<file path="src/rtl/acit_pkg.sv">
// Shared types, register addresses and boot ROM contents for the audio CPU I/O and timer block.
package acit_pkg;

  typedef enum logic [2:0] {
    KIND_TICK    = 3'd0,
    KIND_CPU_RD  = 3'd1,
    KIND_CPU_WR  = 3'd2,
    KIND_HOST_WR = 3'd3,
    KIND_HOST_RD = 3'd4
  } kind_e;

  typedef struct packed {
    logic [2:0]  kind;
    logic [15:0] address;
    logic [7:0]  write_data;
    logic [1:0]  port;
    logic [7:0]  dsp_read_data;
  } in_item_t;

  typedef struct packed {
    logic [7:0] read_data;
    logic       dsp_read_strobe;
    logic       dsp_write_strobe;
    logic [6:0] dsp_register;
    logic [7:0] dsp_write_data;
  } out_item_t;

  // Per-timer control for one beat.
  typedef struct packed {
    logic       tick;
    logic       ctl_wr;
    logic       en;
    logic       tgt_wr;
    logic [7:0] tgt;
    logic       cnt_clr;
  } tmr_ctl_t;

  localparam int RAM_DEPTH      = 65536;
  localparam int RAM_AW         = 16;
  localparam int BOOT_ROM_BYTES = 64;
  localparam int ROM_AW         = 6;
  localparam int IN_PORTS       = 6;
  localparam int OUT_PORTS      = 4;
  localparam int MAX_TIMERS     = 3;
  localparam int PRE_W          = 7;
  localparam int CNT_W          = 4;

  localparam logic [15:0] ADDR_TEST     = 16'h00f0;
  localparam logic [15:0] ADDR_CONTROL  = 16'h00f1;
  localparam logic [15:0] ADDR_DSP_ADDR = 16'h00f2;
  localparam logic [15:0] ADDR_DSP_DATA = 16'h00f3;
  localparam logic [15:0] ADDR_PORT0    = 16'h00f4;
  localparam logic [15:0] ADDR_PORT1    = 16'h00f5;
  localparam logic [15:0] ADDR_PORT2    = 16'h00f6;
  localparam logic [15:0] ADDR_PORT3    = 16'h00f7;
  localparam logic [15:0] ADDR_PORT4    = 16'h00f8;
  localparam logic [15:0] ADDR_PORT5    = 16'h00f9;
  localparam logic [15:0] ADDR_T0_TGT   = 16'h00fa;
  localparam logic [15:0] ADDR_T1_TGT   = 16'h00fb;
  localparam logic [15:0] ADDR_T2_TGT   = 16'h00fc;
  localparam logic [15:0] ADDR_T0_CNT   = 16'h00fd;
  localparam logic [15:0] ADDR_T1_CNT   = 16'h00fe;
  localparam logic [15:0] ADDR_T2_CNT   = 16'h00ff;
  localparam logic [15:0] ROM_BASE      = 16'hffc0;

  localparam int CTL_CLR_P01 = 4;
  localparam int CTL_CLR_P23 = 5;
  localparam int CTL_ROM_EN  = 7;

  localparam logic [7:0] BOOT_ROM [BOOT_ROM_BYTES] = '{
    8'hcd, 8'hef, 8'hbd, 8'he8, 8'h00, 8'hc6, 8'h1d, 8'hd0,
    8'hfc, 8'h8f, 8'haa, 8'hf4, 8'h8f, 8'hbb, 8'hf5, 8'h78,
    8'hcc, 8'hf4, 8'hd0, 8'hfb, 8'h2f, 8'h19, 8'heb, 8'hf4,
    8'hd0, 8'hfc, 8'h7e, 8'hf4, 8'hd0, 8'h0b, 8'he4, 8'hf5,
    8'hcb, 8'hf4, 8'hd7, 8'h00, 8'hfc, 8'hd0, 8'hf3, 8'hab,
    8'h01, 8'h10, 8'hef, 8'h7e, 8'hf4, 8'h10, 8'heb, 8'hba,
    8'hf6, 8'hda, 8'h00, 8'hba, 8'hf4, 8'hc4, 8'hf4, 8'hdd,
    8'h5d, 8'hd0, 8'hdb, 8'h1f, 8'h00, 8'h00, 8'hc0, 8'hff
  };

endpackage

</file>
<file path="src/rtl/acit_timer.sv">
// One interval timer: prescaler, 8-bit divider against a target, 4-bit tick counter.
module acit_timer #(
  parameter int PRESCALE = 128
) (
  input  logic                     clk_i,
  input  logic                     rst_ni,
  input  acit_pkg::tmr_ctl_t       ctl_i,
  output logic [acit_pkg::CNT_W-1:0] cnt_o
);

  import acit_pkg::*;

  localparam logic [PRE_W-1:0] RELOAD = PRE_W'((PRESCALE - 1) % 128);

  logic [PRE_W-1:0] pre_q;
  logic [7:0]       div_q;
  logic [7:0]       div_inc;
  logic [7:0]       tgt_q;
  logic [CNT_W-1:0] cnt_q;
  logic             en_q;

  assign div_inc = div_q + 8'd1;

  always_ff @(posedge clk_i or negedge rst_ni) begin
    if (!rst_ni) begin
      pre_q <= '0;
      div_q <= '0;
      tgt_q <= '0;
      cnt_q <= '0;
      en_q  <= 1'b0;
    end else begin
      if (ctl_i.tick) begin
        if (pre_q == '0) begin
          pre_q <= RELOAD;
          if (en_q) begin
            // A target of zero wraps the divider through 256 steps.
            if (div_inc == tgt_q) begin
              div_q <= '0;
              cnt_q <= cnt_q + CNT_W'(1);
            end else begin
              div_q <= div_inc;
            end
          end
        end else begin
          pre_q <= pre_q - PRE_W'(1);
        end
      end
      if (ctl_i.ctl_wr) begin
        if (!en_q && ctl_i.en) begin
          div_q <= '0;
          cnt_q <= '0;
        end
        en_q <= ctl_i.en;
      end
      if (ctl_i.tgt_wr) begin
        tgt_q <= ctl_i.tgt;
      end
      if (ctl_i.cnt_clr) begin
        cnt_q <= '0;
      end
    end
  end

  assign cnt_o = cnt_q;

endmodule
</file>
<file path="config.mk">
export PLATFORM = sky130hd
export DESIGN_NAME = acit_timer
export DESIGN_NICKNAME = d
export VERILOG_FILES = /design/src/rtl/acit_pkg.sv /design/src/rtl/acit_timer.sv
export SDC_FILE = /design/constraint.sdc
export NUM_CORES = 1
export LEC_CHECK = 0
export ABC_AREA = 1
export BUFFER_PORTS_ARGS = -buffer_cell sky130_fd_sc_hd__buf_2
export CAP_MARGIN = 30
export CORE_ASPECT_RATIO = 1.25
export CORE_MARGIN = 8
export CORE_UTILIZATION = 55
export CTS_BUF_LIST = sky130_fd_sc_hd__clkbuf_4 sky130_fd_sc_hd__clkbuf_8
export DETAILED_ROUTE_END_ITERATION = 10
export PLACE_DENSITY = 0.74
export RECOVER_POWER = 100
export SYNTH_ARGS = -nofsm -noshare
export SYNTH_HDL_FRONTEND = slang
export SYNTH_SLANG_ARGS = --single-unit
export TNS_END_PERCENT = 20
</file>
<file path="constraint.sdc">
create_clock -name clk_i -period 2.65 [get_ports clk_i]
set_clock_uncertainty 0.1 [all_clocks]
set_input_delay 0.6625 -clock clk_i [delete_from_list [all_inputs] [get_ports clk_i]]
set_output_delay 0.6625 -clock clk_i [all_outputs]
set_load 0.05 [all_outputs]
</file>
==> impl_metrics.yaml, run 1 <==
global_routing:
  use_met1_pct: 15.6
  grt_pass1_wl_mm: 5.86
  overflow: 0
  grt_max_degree: 29
  use_met2_pct: 24.7
  grt_pass1_vias: 1421
  met3_usage_pct: 2.27
  busiest_layer: "met2"
  antenna_found_initial: 0
  track_usage_pct: 13.7
logic_synthesis:
  mappedNetlistArea_um2: 1710
  avgSynthCellArea_um2: 7.86
  synth-seq-cells: 28
  synth.yosys.seq_area_share_pct: 41.1
  synthCells: 217
  yosys.area_share.simple_pct: 39.5
  synth.distinct_cells: 32
  synthMuxAreaShare_pct: 1.32
  yosys-top-cells-area: "dfrtp_1 41%, nand2_1 13%, nand3_1 5.9%"
  synth_top_family_by_area: "simple AND/OR/NAND/NOR gates"
  synth.most_common_cell: "nand2_1"
  synthArstFlopShare_pct: 100
  synth_top_cell_by_area: "dfrtp_1"
  netlist.area_leader.share_pct: 41.1
  synth-edff-count: 0
  synth_compound_area_share_pct: 7.11
  synth_adder_area_share_pct: 2.20
  syn_nets: 235
  synth-xor-area-share_pct: 1.54
  synth-main-ff-cell: "dfrtp_1"
  synth_commonest_cells: "60 x nand2_1, 28 x dfrtp_1, 25 x inv_1"
  yosys_warnings: 0
clock_network:
  cts_buffers: 3
  cts_tree: "done"
  cts_root_buf: "clkbuf_4"
  cts.sinks: 28
  cts_resized: 0
  clkTransAtPathRegs_ns: 0.15
  clock_path_buffers: 2
  holdBufCountCts: 0
  clk-insertion-delay-late_ns: 0.32
  post_cts_buffers: 0
  htreeDepth: 1
die:
  start_util_pct: 57.9
  rows: 22
  die_y_um: 78.3
  die_w_um: 65.8
  die_area_um2: 5150
  num_io_pins: 19
  coreArea_um2: 2950
worst_setup_path:
  cp_num_buf_inv: 1
  crit_top_cell: "nand2_1"
  r2r_slack_ns: 0.37
  crit_family: "simple AND/OR/NAND/NOR gates"
  startpoint_type: "flip-flop"
  cp_max_fo: 10
  cp_cell_sequence: "ha_1 > nand2_1 > inv_1 > nand2_1 > nand2_1 > nand3_1 > nand2_2 > nor2_1 > nand3_4 > nor2_4 > nand3_1 > nand2_1 > nor2_1"
  crit_path_max_incr_delay_ns: 0.47
  arrival_ns: 2.42
  r2r-start: "div_q[0]"
  critPathCaptureType: "flip-flop"
  ff2ff_path_depth: 13
  cp_slowest_cell: "dfrtp_1"
  reg2reg_to: "cnt_o[3]"
  worst-setup-path-type: "flip-flop to flip-flop"
  critical_path_required_ns: 2.79
sta:
  worst_pin_slew_ns: 1.48
  slew_headroom_pct: 1.32
  fin_crit_sh_pct: 85.9
  hold_viol_final: 0
  setup_tns_ns: 0
  setup_viol: 0
  setup_ws_ns: 0.373
  maxSlewViolCount: 0
  max_freq_ghz: 0.439
  grt_setup_unrepaired: "no"
  min_period_ns: 2.28
drt:
  vias_per_cell: 5.22
  ant_nets: 0
  drc: 0
  wl_mm: 3.33
  dr.pass1.iters: 4
  wire_per_inst_um: 12.1
  num_vias: 1431
  drt-initial-drc-count: 62
flow_run:
  cap_violations: 0
placed_design:
  placed_cells: 270
  place_congestion: 0.865
  dp_hpwl_mm: 2.56
  pre_cts_ws_ns: 0.519
  port_buffers: 18
worst_hold_path:
  hold_path_depth: 1
  holdCritStartpoint: "pre_q[4]"
  hp-class: "flip-flop to flip-flop"
  whs_endpoint: "pre_q[4]"
finish:
  nNetsFinal: 257
  drive_above_1_share_pct: 16.8
  fin_cells: 274
  diodes: 0
  area_growth_pct: 8.06
outcome:
  status: "finished, final reports clean"
power:
  power.leakage_nw: 0.879
  power.density_nw_per_um2: 533
  irDropWorstVdd_mv: 0.394
power breakdown:
part           switching [mW]  total [mW]  internal (mW)
Clock                   0.124       0.208         0.0840
Combinational           0.136       0.223         0.0873
Sequential             0.0590       0.552          0.493
Total                   0.319       0.983          0.665
layout by cell type, fill, tap and decap left out:
cell       n
dfrtp_1   28
nand3_1   20
nand3_4    1
or3_1      1
nand3b_1   2
ha_1       3
o22ai_1    1
buf_2     12
nand4_1    8
nor2_2     1
clkbuf_8   1
nand2_4    1
nor2_8     1
inv_1     25
nor4_4     1
clkbuf_1   6
a21oi_2    2
xor2_1     2
nand2_2    2
clkbuf_4   3
xnor2_1    1
buf_4      1
o21ai_1    3
inv_2      4
clkinv_1   1
mux2_2     2
o21bai_1   1
nor2_1    18
a21oi_1    6
nor3_1     2
nand2_1   61
o21ai_0    9
nand3_2    4
nor2_4     4
state kept, by name, indices dropped and copies added, names as in the netlist:
register and count:
cnt_o 4, div_q 8, en_q 1, pre_q 7, tgt_q 8
cell type report:
type | instances | area, um2
well taps | 36 | 45.0
multi-input cells | 157 | 860
inverters | 30 | 113
fillers | 287 | 1100
repair buffers | 19 | 90.1
flip-flops and latches | 28 | 701
clock buffers | 4 | 36.3
kinds of logic after synthesis:
family | count (synthesis)
adders and majority gates | 3
muxes | 2
AOI/OAI and AO/OA | 22
and+or+nand+nor | 127
buffers and inverters | 32
DFF | 28
xor gates and xnor gates | 3
worst max-delay path by stage:
stage	from	to	slack (ns)	depth (start not counted)
6_report	div_q[0]	cnt_o[3]	0.37	13
5_1_grt	div_q[0]	div_q[3]	0.19	13
4_1_cts	div_q[0]	cnt_o[3]	0.49	13
3_5_place_dp	div_q[0]	cnt_o[3]	0.52	13
3_3_place_gp	div_q[0]	cnt_o[3]	0.54	13
2_1_floorplan	div_q[0]	cnt_o[3]	0.75	11
layer usage:
metal	part of all wire (%)	vias to the layer above
met3	2.6	6
li1	-	747
met4	1.4	0
met1	46	653
met5	0	-
met2	50	25
per-stage QoR:
stage | power, mW | area, um2 | util [%] | hold slack (ns)
after floorplan | 0.728 | 1710 | - | 0.267
after global placement | 0.789 | 1840 | 62.4 | 0.354
after detailed placement | 0.795 | 1840 | 62.4 | 0.373
after CTS | 1.00 | 1870 | 63.6 | 0.251
after global routing | 1.05 | 1840 | 62.6 | 0.413
final | 0.983 | 1840 | 62.6 | 0.393
worst register-to-register path, stage by stage, from the launching register on:
cell and delay, ns:
dfrtp_1 0.47, ha_1 0.28, nand2_1 0.16, inv_1 0.11
nand2_1 0.10, nand2_1 0.07, nand3_1 0.11, nand2_2 0.05
nor2_1 0.22, nand3_4 0.19, nor2_4 0.15, nand3_1 0.08
nand2_1 0.06, nor2_1 0.03
No activity file was read; power rests on OpenSTA's default activity.
==> inputs of run 2 (changes only) <==
--- a/constraint.sdc
+++ b/constraint.sdc
@@ -3,3 +3,3 @@
 set_input_delay 0.6625 -clock clk_i [delete_from_list [all_inputs] [get_ports clk_i]]
 set_output_delay 0.6625 -clock clk_i [all_outputs]
-set_load 0.05 [all_outputs]
+set_load 0.1 [all_outputs]
==> run 2 against run 1 <==
Design area increased by 0.14%. Global-route usage is the same. Final cell count stayed put. Via count up 0.14%. Wire length shrank 0.12%. Register-to-register slack barely moved. Core utilization increased by 0.085 points. Non-clock buffer count did not move. Power about the same. Setup slack lost 0.098 ns.
==> impl_metrics.yaml, run 2 (synthesis results as in run 1) <==
finish:
  drive_above_1_share_pct: 17.6
  fillers: 286
  final_cell_mix: "61 x nand2_1, 28 x dfrtp_1, 25 x inv_1"
  diodes: 0
  nNetsFinal: 257
  multi_input_area_um2: 860
  ff_latch_area_um2: 701
  area_growth_pct: 8.21
  layout_commonest_cell: "nand2_1"
  top_regs: "div_q (8), tgt_q (8), pre_q (7)"
die:
  coreArea_um2: 2950
  start_util_pct: 57.9
  die_y_um: 78.3
  die_w_um: 65.8
  die_area_um2: 5150
  num_io_pins: 19
  rows: 22
global_routing:
  antenna_found_initial: 0
  grt_pass1_vias: 1421
  grt_max_degree: 29
  overflow: 0
  track_usage_pct: 13.7
  grt_pass1_wl_mm: 5.86
sta:
  worst_pin_slew_ns: 1.48
  grt_setup_unrepaired: "no"
  setup_ws_ns: 0.275
  maxSlewViolCount: 0
  hold_viol_final: 0
  min_period_ns: 2.38
  max_freq_ghz: 0.421
  setup_viol: 0
  setup_tns_ns: 0
  fin_crit_sh_pct: 89.6
  slew_headroom_pct: 1.32
  whs_ns: 0.393
drt:
  vias_per_cell: 5.23
  drc: 0
  wl_mm: 3.32
  num_vias: 1433
  ant_nets: 0
  wire_per_inst_um: 12.1
  dr.pass1.iters: 4
  wl_met3_um: 88
  drt-initial-drc-count: 62
  route.met2.wl_mm: 1.68
  top_layer: "met4"
  drt-met1-wl_mm: 1.51
worst_setup_path:
  cp_max_fo: 3
  cp_num_buf_inv: 1
  arrival_ns: 1.61
  ff2ff_path_depth: 13
  critPathCaptureType: "primary output"
  crit_path_max_incr_delay_ns: 0.88
  cp_cell_sequence: "clkbuf_1"
  reg2reg_to: "cnt_o[3]"
  startpoint_type: "flip-flop"
  critical_path_required_ns: 1.89
  cp_slowest_cell: "clkbuf_1"
  r2r_slack_ns: 0.37
  r2r-start: "div_q[0]"
  worst-setup-path-type: "flip-flop to primary output"
  crit_family: "buffers and inverters"
clock_network:
  htreeDepth: 1
  post_cts_buffers: 0
  cts_root_buf: "clkbuf_4"
  cts_resized: 0
  cts.sinks: 28
  clock_path_buffers: 2
  clk-insertion-delay-late_ns: 0.32
  cts_buffers: 3
  cts_tree: "done"
  clkTransAtPathRegs_ns: 0.15
  holdBufCountCts: 0
power:
  switching_share_pct: 32.4
  design_power_total_mw: 0.983
  power.density_nw_per_um2: 532
  net-switching-power_mw: 0.319
  irDropWorstVdd_mv: 0.394
  power.leakage_nw: 0.886
  p_int_mw: 0.665
  comb_power_share_pct: 22.7
  clkPwrFrac_pct: 21.2
  seqPwrFrac_pct: 56.2
worst_hold_path:
  hold_path_depth: 1
  whs_endpoint: "pre_q[4]"
  hp-class: "flip-flop to flip-flop"
  holdCritStartpoint: "pre_q[4]"
placed_design:
  pre_cts_ws_ns: 0.519
  port_buffers: 18
  place_congestion: 0.865
  dp_hpwl_mm: 2.56
flow_run:
  cap_violations: 0
outcome:
  status: "finished, final reports clean"
==> run 2: area by class of cell <==
type                       count  share of cell area (%)
sequential                    28                    37.9
tap                           36                    2.44
clock buffer                   4                    1.96
inverter                      30                    6.10
timing repair buffer          19                    5.01
multi-input combinational    157                    46.5
==> run 2: per-stage QoR <==
stage	std cells	utilization, %	area, um2
floorplan	217	-	1710
global placement	270	62.4	1840
detailed placement	270	62.4	1840
CTS	274	63.6	1870
global route	274	62.7	1850
finish	274	62.7	1850
==> run 2: worst max-delay path by stage <==
stage | startpoint | endpoint | slack, ns | cells past startpoint
floorplan | div_q[0] | cnt_o[3] | 0.73 | 11
global placement | div_q[0] | cnt_o[3] | 0.54 | 13
detailed placement | div_q[0] | cnt_o[3] | 0.52 | 13
CTS | div_q[0] | cnt_o[3] | 0.49 | 13
global route | div_q[0] | div_q[3] | 0.19 | 13
finish | cnt_o[3] | cnt_o[3] | 0.27 | 1
==> run 2: power by group through the flow <==
stage	combinational (mW)	sequential, mW	clock, mW
after floorplan	0.180	0.548	0
after global placement	0.232	0.557	0
after detailed placement	0.234	0.561	0
after CTS	0.237	0.552	0.212
after global routing	0.257	0.563	0.229
final	0.223	0.552	0.208
==> run 2: metal layers <==
layer,vias up,GRT usage [%]
met3,6,2.27
met2,27,24.7
met1,653,15.6
met5,-,0
met4,0,4.38
li1,747,-
==> inputs of run 3 (changes only) <==
Settings changed: RECOVER_POWER 100 to 50.
==> run 3 against run 2 <==
Wire length fell by 0.51%. Flip-flop and latch count did not move. Sequential power barely moved. Via count rose by 0.42%. Design area rose by 1.4%. Final cell count did not move. Die area did not move. Sequential share of layout area fell by 0.51 points. Critical path depth rose by 12. Fmax rose by 9.3%. First-iteration DRC count rose by 15%. Critical endpoint is now cnt_o[3].
==> impl_metrics.yaml, run 3 (synthesis results as in run 1) <==
outcome:
  status: "finished, final reports clean"
sta:
  fin_crit_sh_pct: 82.0
  hold_viol_final: 0
  max_freq_ghz: 0.460
  grt_setup_unrepaired: "no"
  worst_pin_slew_ns: 1.48
  maxSlewViolCount: 0
  setup_viol: 0
  setup_tns_ns: 0
  slew_headroom_pct: 1.04
  min_period_ns: 2.17
  whs_ns: 0.392
finish:
  layout_commonest_cell: "nand2_1"
  top_regs: "div_q (8), tgt_q (8), pre_q (7)"
  nNetsFinal: 257
  ff_latch_area_um2: 701
  multi_input_area_um2: 882
  area_growth_pct: 9.68
  final_cell_mix: "60 x nand2_1, 28 x dfrtp_1, 25 x inv_1"
  fillers: 280
  drive_above_1_share_pct: 19.7
  diodes: 0
flow_run:
  cap_violations: 0
drt:
  drt-initial-drc-count: 71
  num_vias: 1439
  dr.pass1.iters: 4
  wl_mm: 3.31
  ant_nets: 0
  wire_per_inst_um: 12.1
  drc: 0
  vias_per_cell: 5.25
power:
  power.leakage_nw: 0.918
  irDropWorstVdd_mv: 0.392
  p_int_mw: 0.670
  clkPwrFrac_pct: 20.6
  net-switching-power_mw: 0.318
  power.density_nw_per_um2: 528
  seqPwrFrac_pct: 55.9
  comb_power_share_pct: 23.5
  switching_share_pct: 32.2
clock_network:
  post_cts_buffers: 0
  cts_root_buf: "clkbuf_4"
  clk-insertion-delay-late_ns: 0.32
  cts.sinks: 28
  cts_tree: "done"
  holdBufCountCts: 0
  clock_path_buffers: 2
  cts_buffers: 3
  htreeDepth: 1
  clkTransAtPathRegs_ns: 0.15
  cts_resized: 0
worst_setup_path:
  arrival_ns: 2.31
  crit_top_cell: "nand2_1"
  endpoint: "cnt_o[3]"
  cp_slowest_cell: "dfrtp_1"
  startpoint_type: "flip-flop"
  r2r-start: "div_q[0]"
  crit_path_max_incr_delay_ns: 0.47
  cp_max_fo: 10
  reg2reg_to: "cnt_o[3]"
  critPathCaptureType: "flip-flop"
  critical_path_required_ns: 2.78
  critical_path.startpoint: "div_q[0]"
  ff2ff_path_depth: 13
  worst-setup-path-type: "flip-flop to flip-flop"
  cp_cell_sequence: "ha_1 > nand2_1 > inv_1 > nand2_1 > nand2_1 > nand3_1 > nand2_2 > nor2_4 > nand3_4 > nor2_4 > nand3_1 > nand2_1 > nor2_1"
  r2r_slack_ns: 0.48
die:
  num_io_pins: 19
  die_w_um: 65.8
  die_area_um2: 5150
  die_y_um: 78.3
  coreArea_um2: 2950
  rows: 22
  start_util_pct: 57.9
placed_design:
  dp_hpwl_mm: 2.56
  port_buffers: 18
  place_congestion: 0.865
global_routing:
  overflow: 0
  grt_max_degree: 29
  antenna_found_initial: 0
  grt_pass1_wl_mm: 5.86
  track_usage_pct: 13.7
  grt_pass1_vias: 1421
worst_hold_path:
  hp-class: "flip-flop to flip-flop"
## run 3: cell count changes in the layout (fill, tap and decap cells not counted), sizes merged
cell    change
buf         +4
clkbuf      -4
## run 3: per-layer routing
layer  track usage, %  vias to the layer above  wire length [um]
met5                0                        -                 0
met4             4.38                        0                39
met3             2.27                        4               108
met2             24.7                       33              1690
met1             15.6                      654              1470
li1                 -                      748                 -
## run 3: worst max-delay path: cells and delay by family (launching register included)
family / cells / cell delay [ns]
adder cells (fa/ha/maj): 1 / 0.28
buffers and inverters: 1 / 0.11
flip-flops: 1 / 0.47
AND/OR/NAND/NOR: 11 / 1.13
## run 3: worst min path at each step
stage / startpoint / endpoint / slack [ns] / cells after the start
after floorplan: rst_ni / cnt_o[0] / 0.27 / 0
after global placement: pre_q[6] / pre_q[6] / 0.35 / 2
after detailed placement: pre_q[5] / pre_q[5] / 0.37 / 2
after CTS: rst_ni / pre_q[0] / 0.25 / 1
after global routing: pre_q[4] / pre_q[4] / 0.41 / 1
final: pre_q[4] / pre_q[4] / 0.39 / 1
## run 3: power groups by stage
stage | clock network [mW] | registers [mW] | logic [mW]
2_1_floorplan | 0 | 0.548 | 0.180
3_3_place_gp | 0 | 0.557 | 0.232
3_5_place_dp | 0 | 0.561 | 0.234
4_1_cts | 0.212 | 0.552 | 0.237
5_1_grt | 0.229 | 0.563 | 0.266
6_report | 0.204 | 0.553 | 0.232
## run 3: metrics by stage
stage                     total power [mW]  setup slack [ns]  util (%)  std cells  cell area (um2)
final                                0.989             0.476      63.6        274             1870
after global routing                  1.06             0.333      63.6        274             1870
after CTS                             1.00             0.486      63.6        274             1870
after detailed placement             0.795             0.519      62.4        270             1840
after global placement               0.789             0.539      62.4        270             1840
after floorplan                      0.728             0.728         -        217             1710
## run 3: final cells by class
| cell class | count | share of cell area [%] |
|---|---|---|
| Sequential cell | 28 | 37.4 |
| Timing Repair Buffer | 19 | 5.08 |
| Clock buffer | 4 | 1.94 |
| Inverter | 30 | 6.02 |
| Multi-Input combinational cell | 157 | 47.1 |
| Tap cell | 36 | 2.41 |
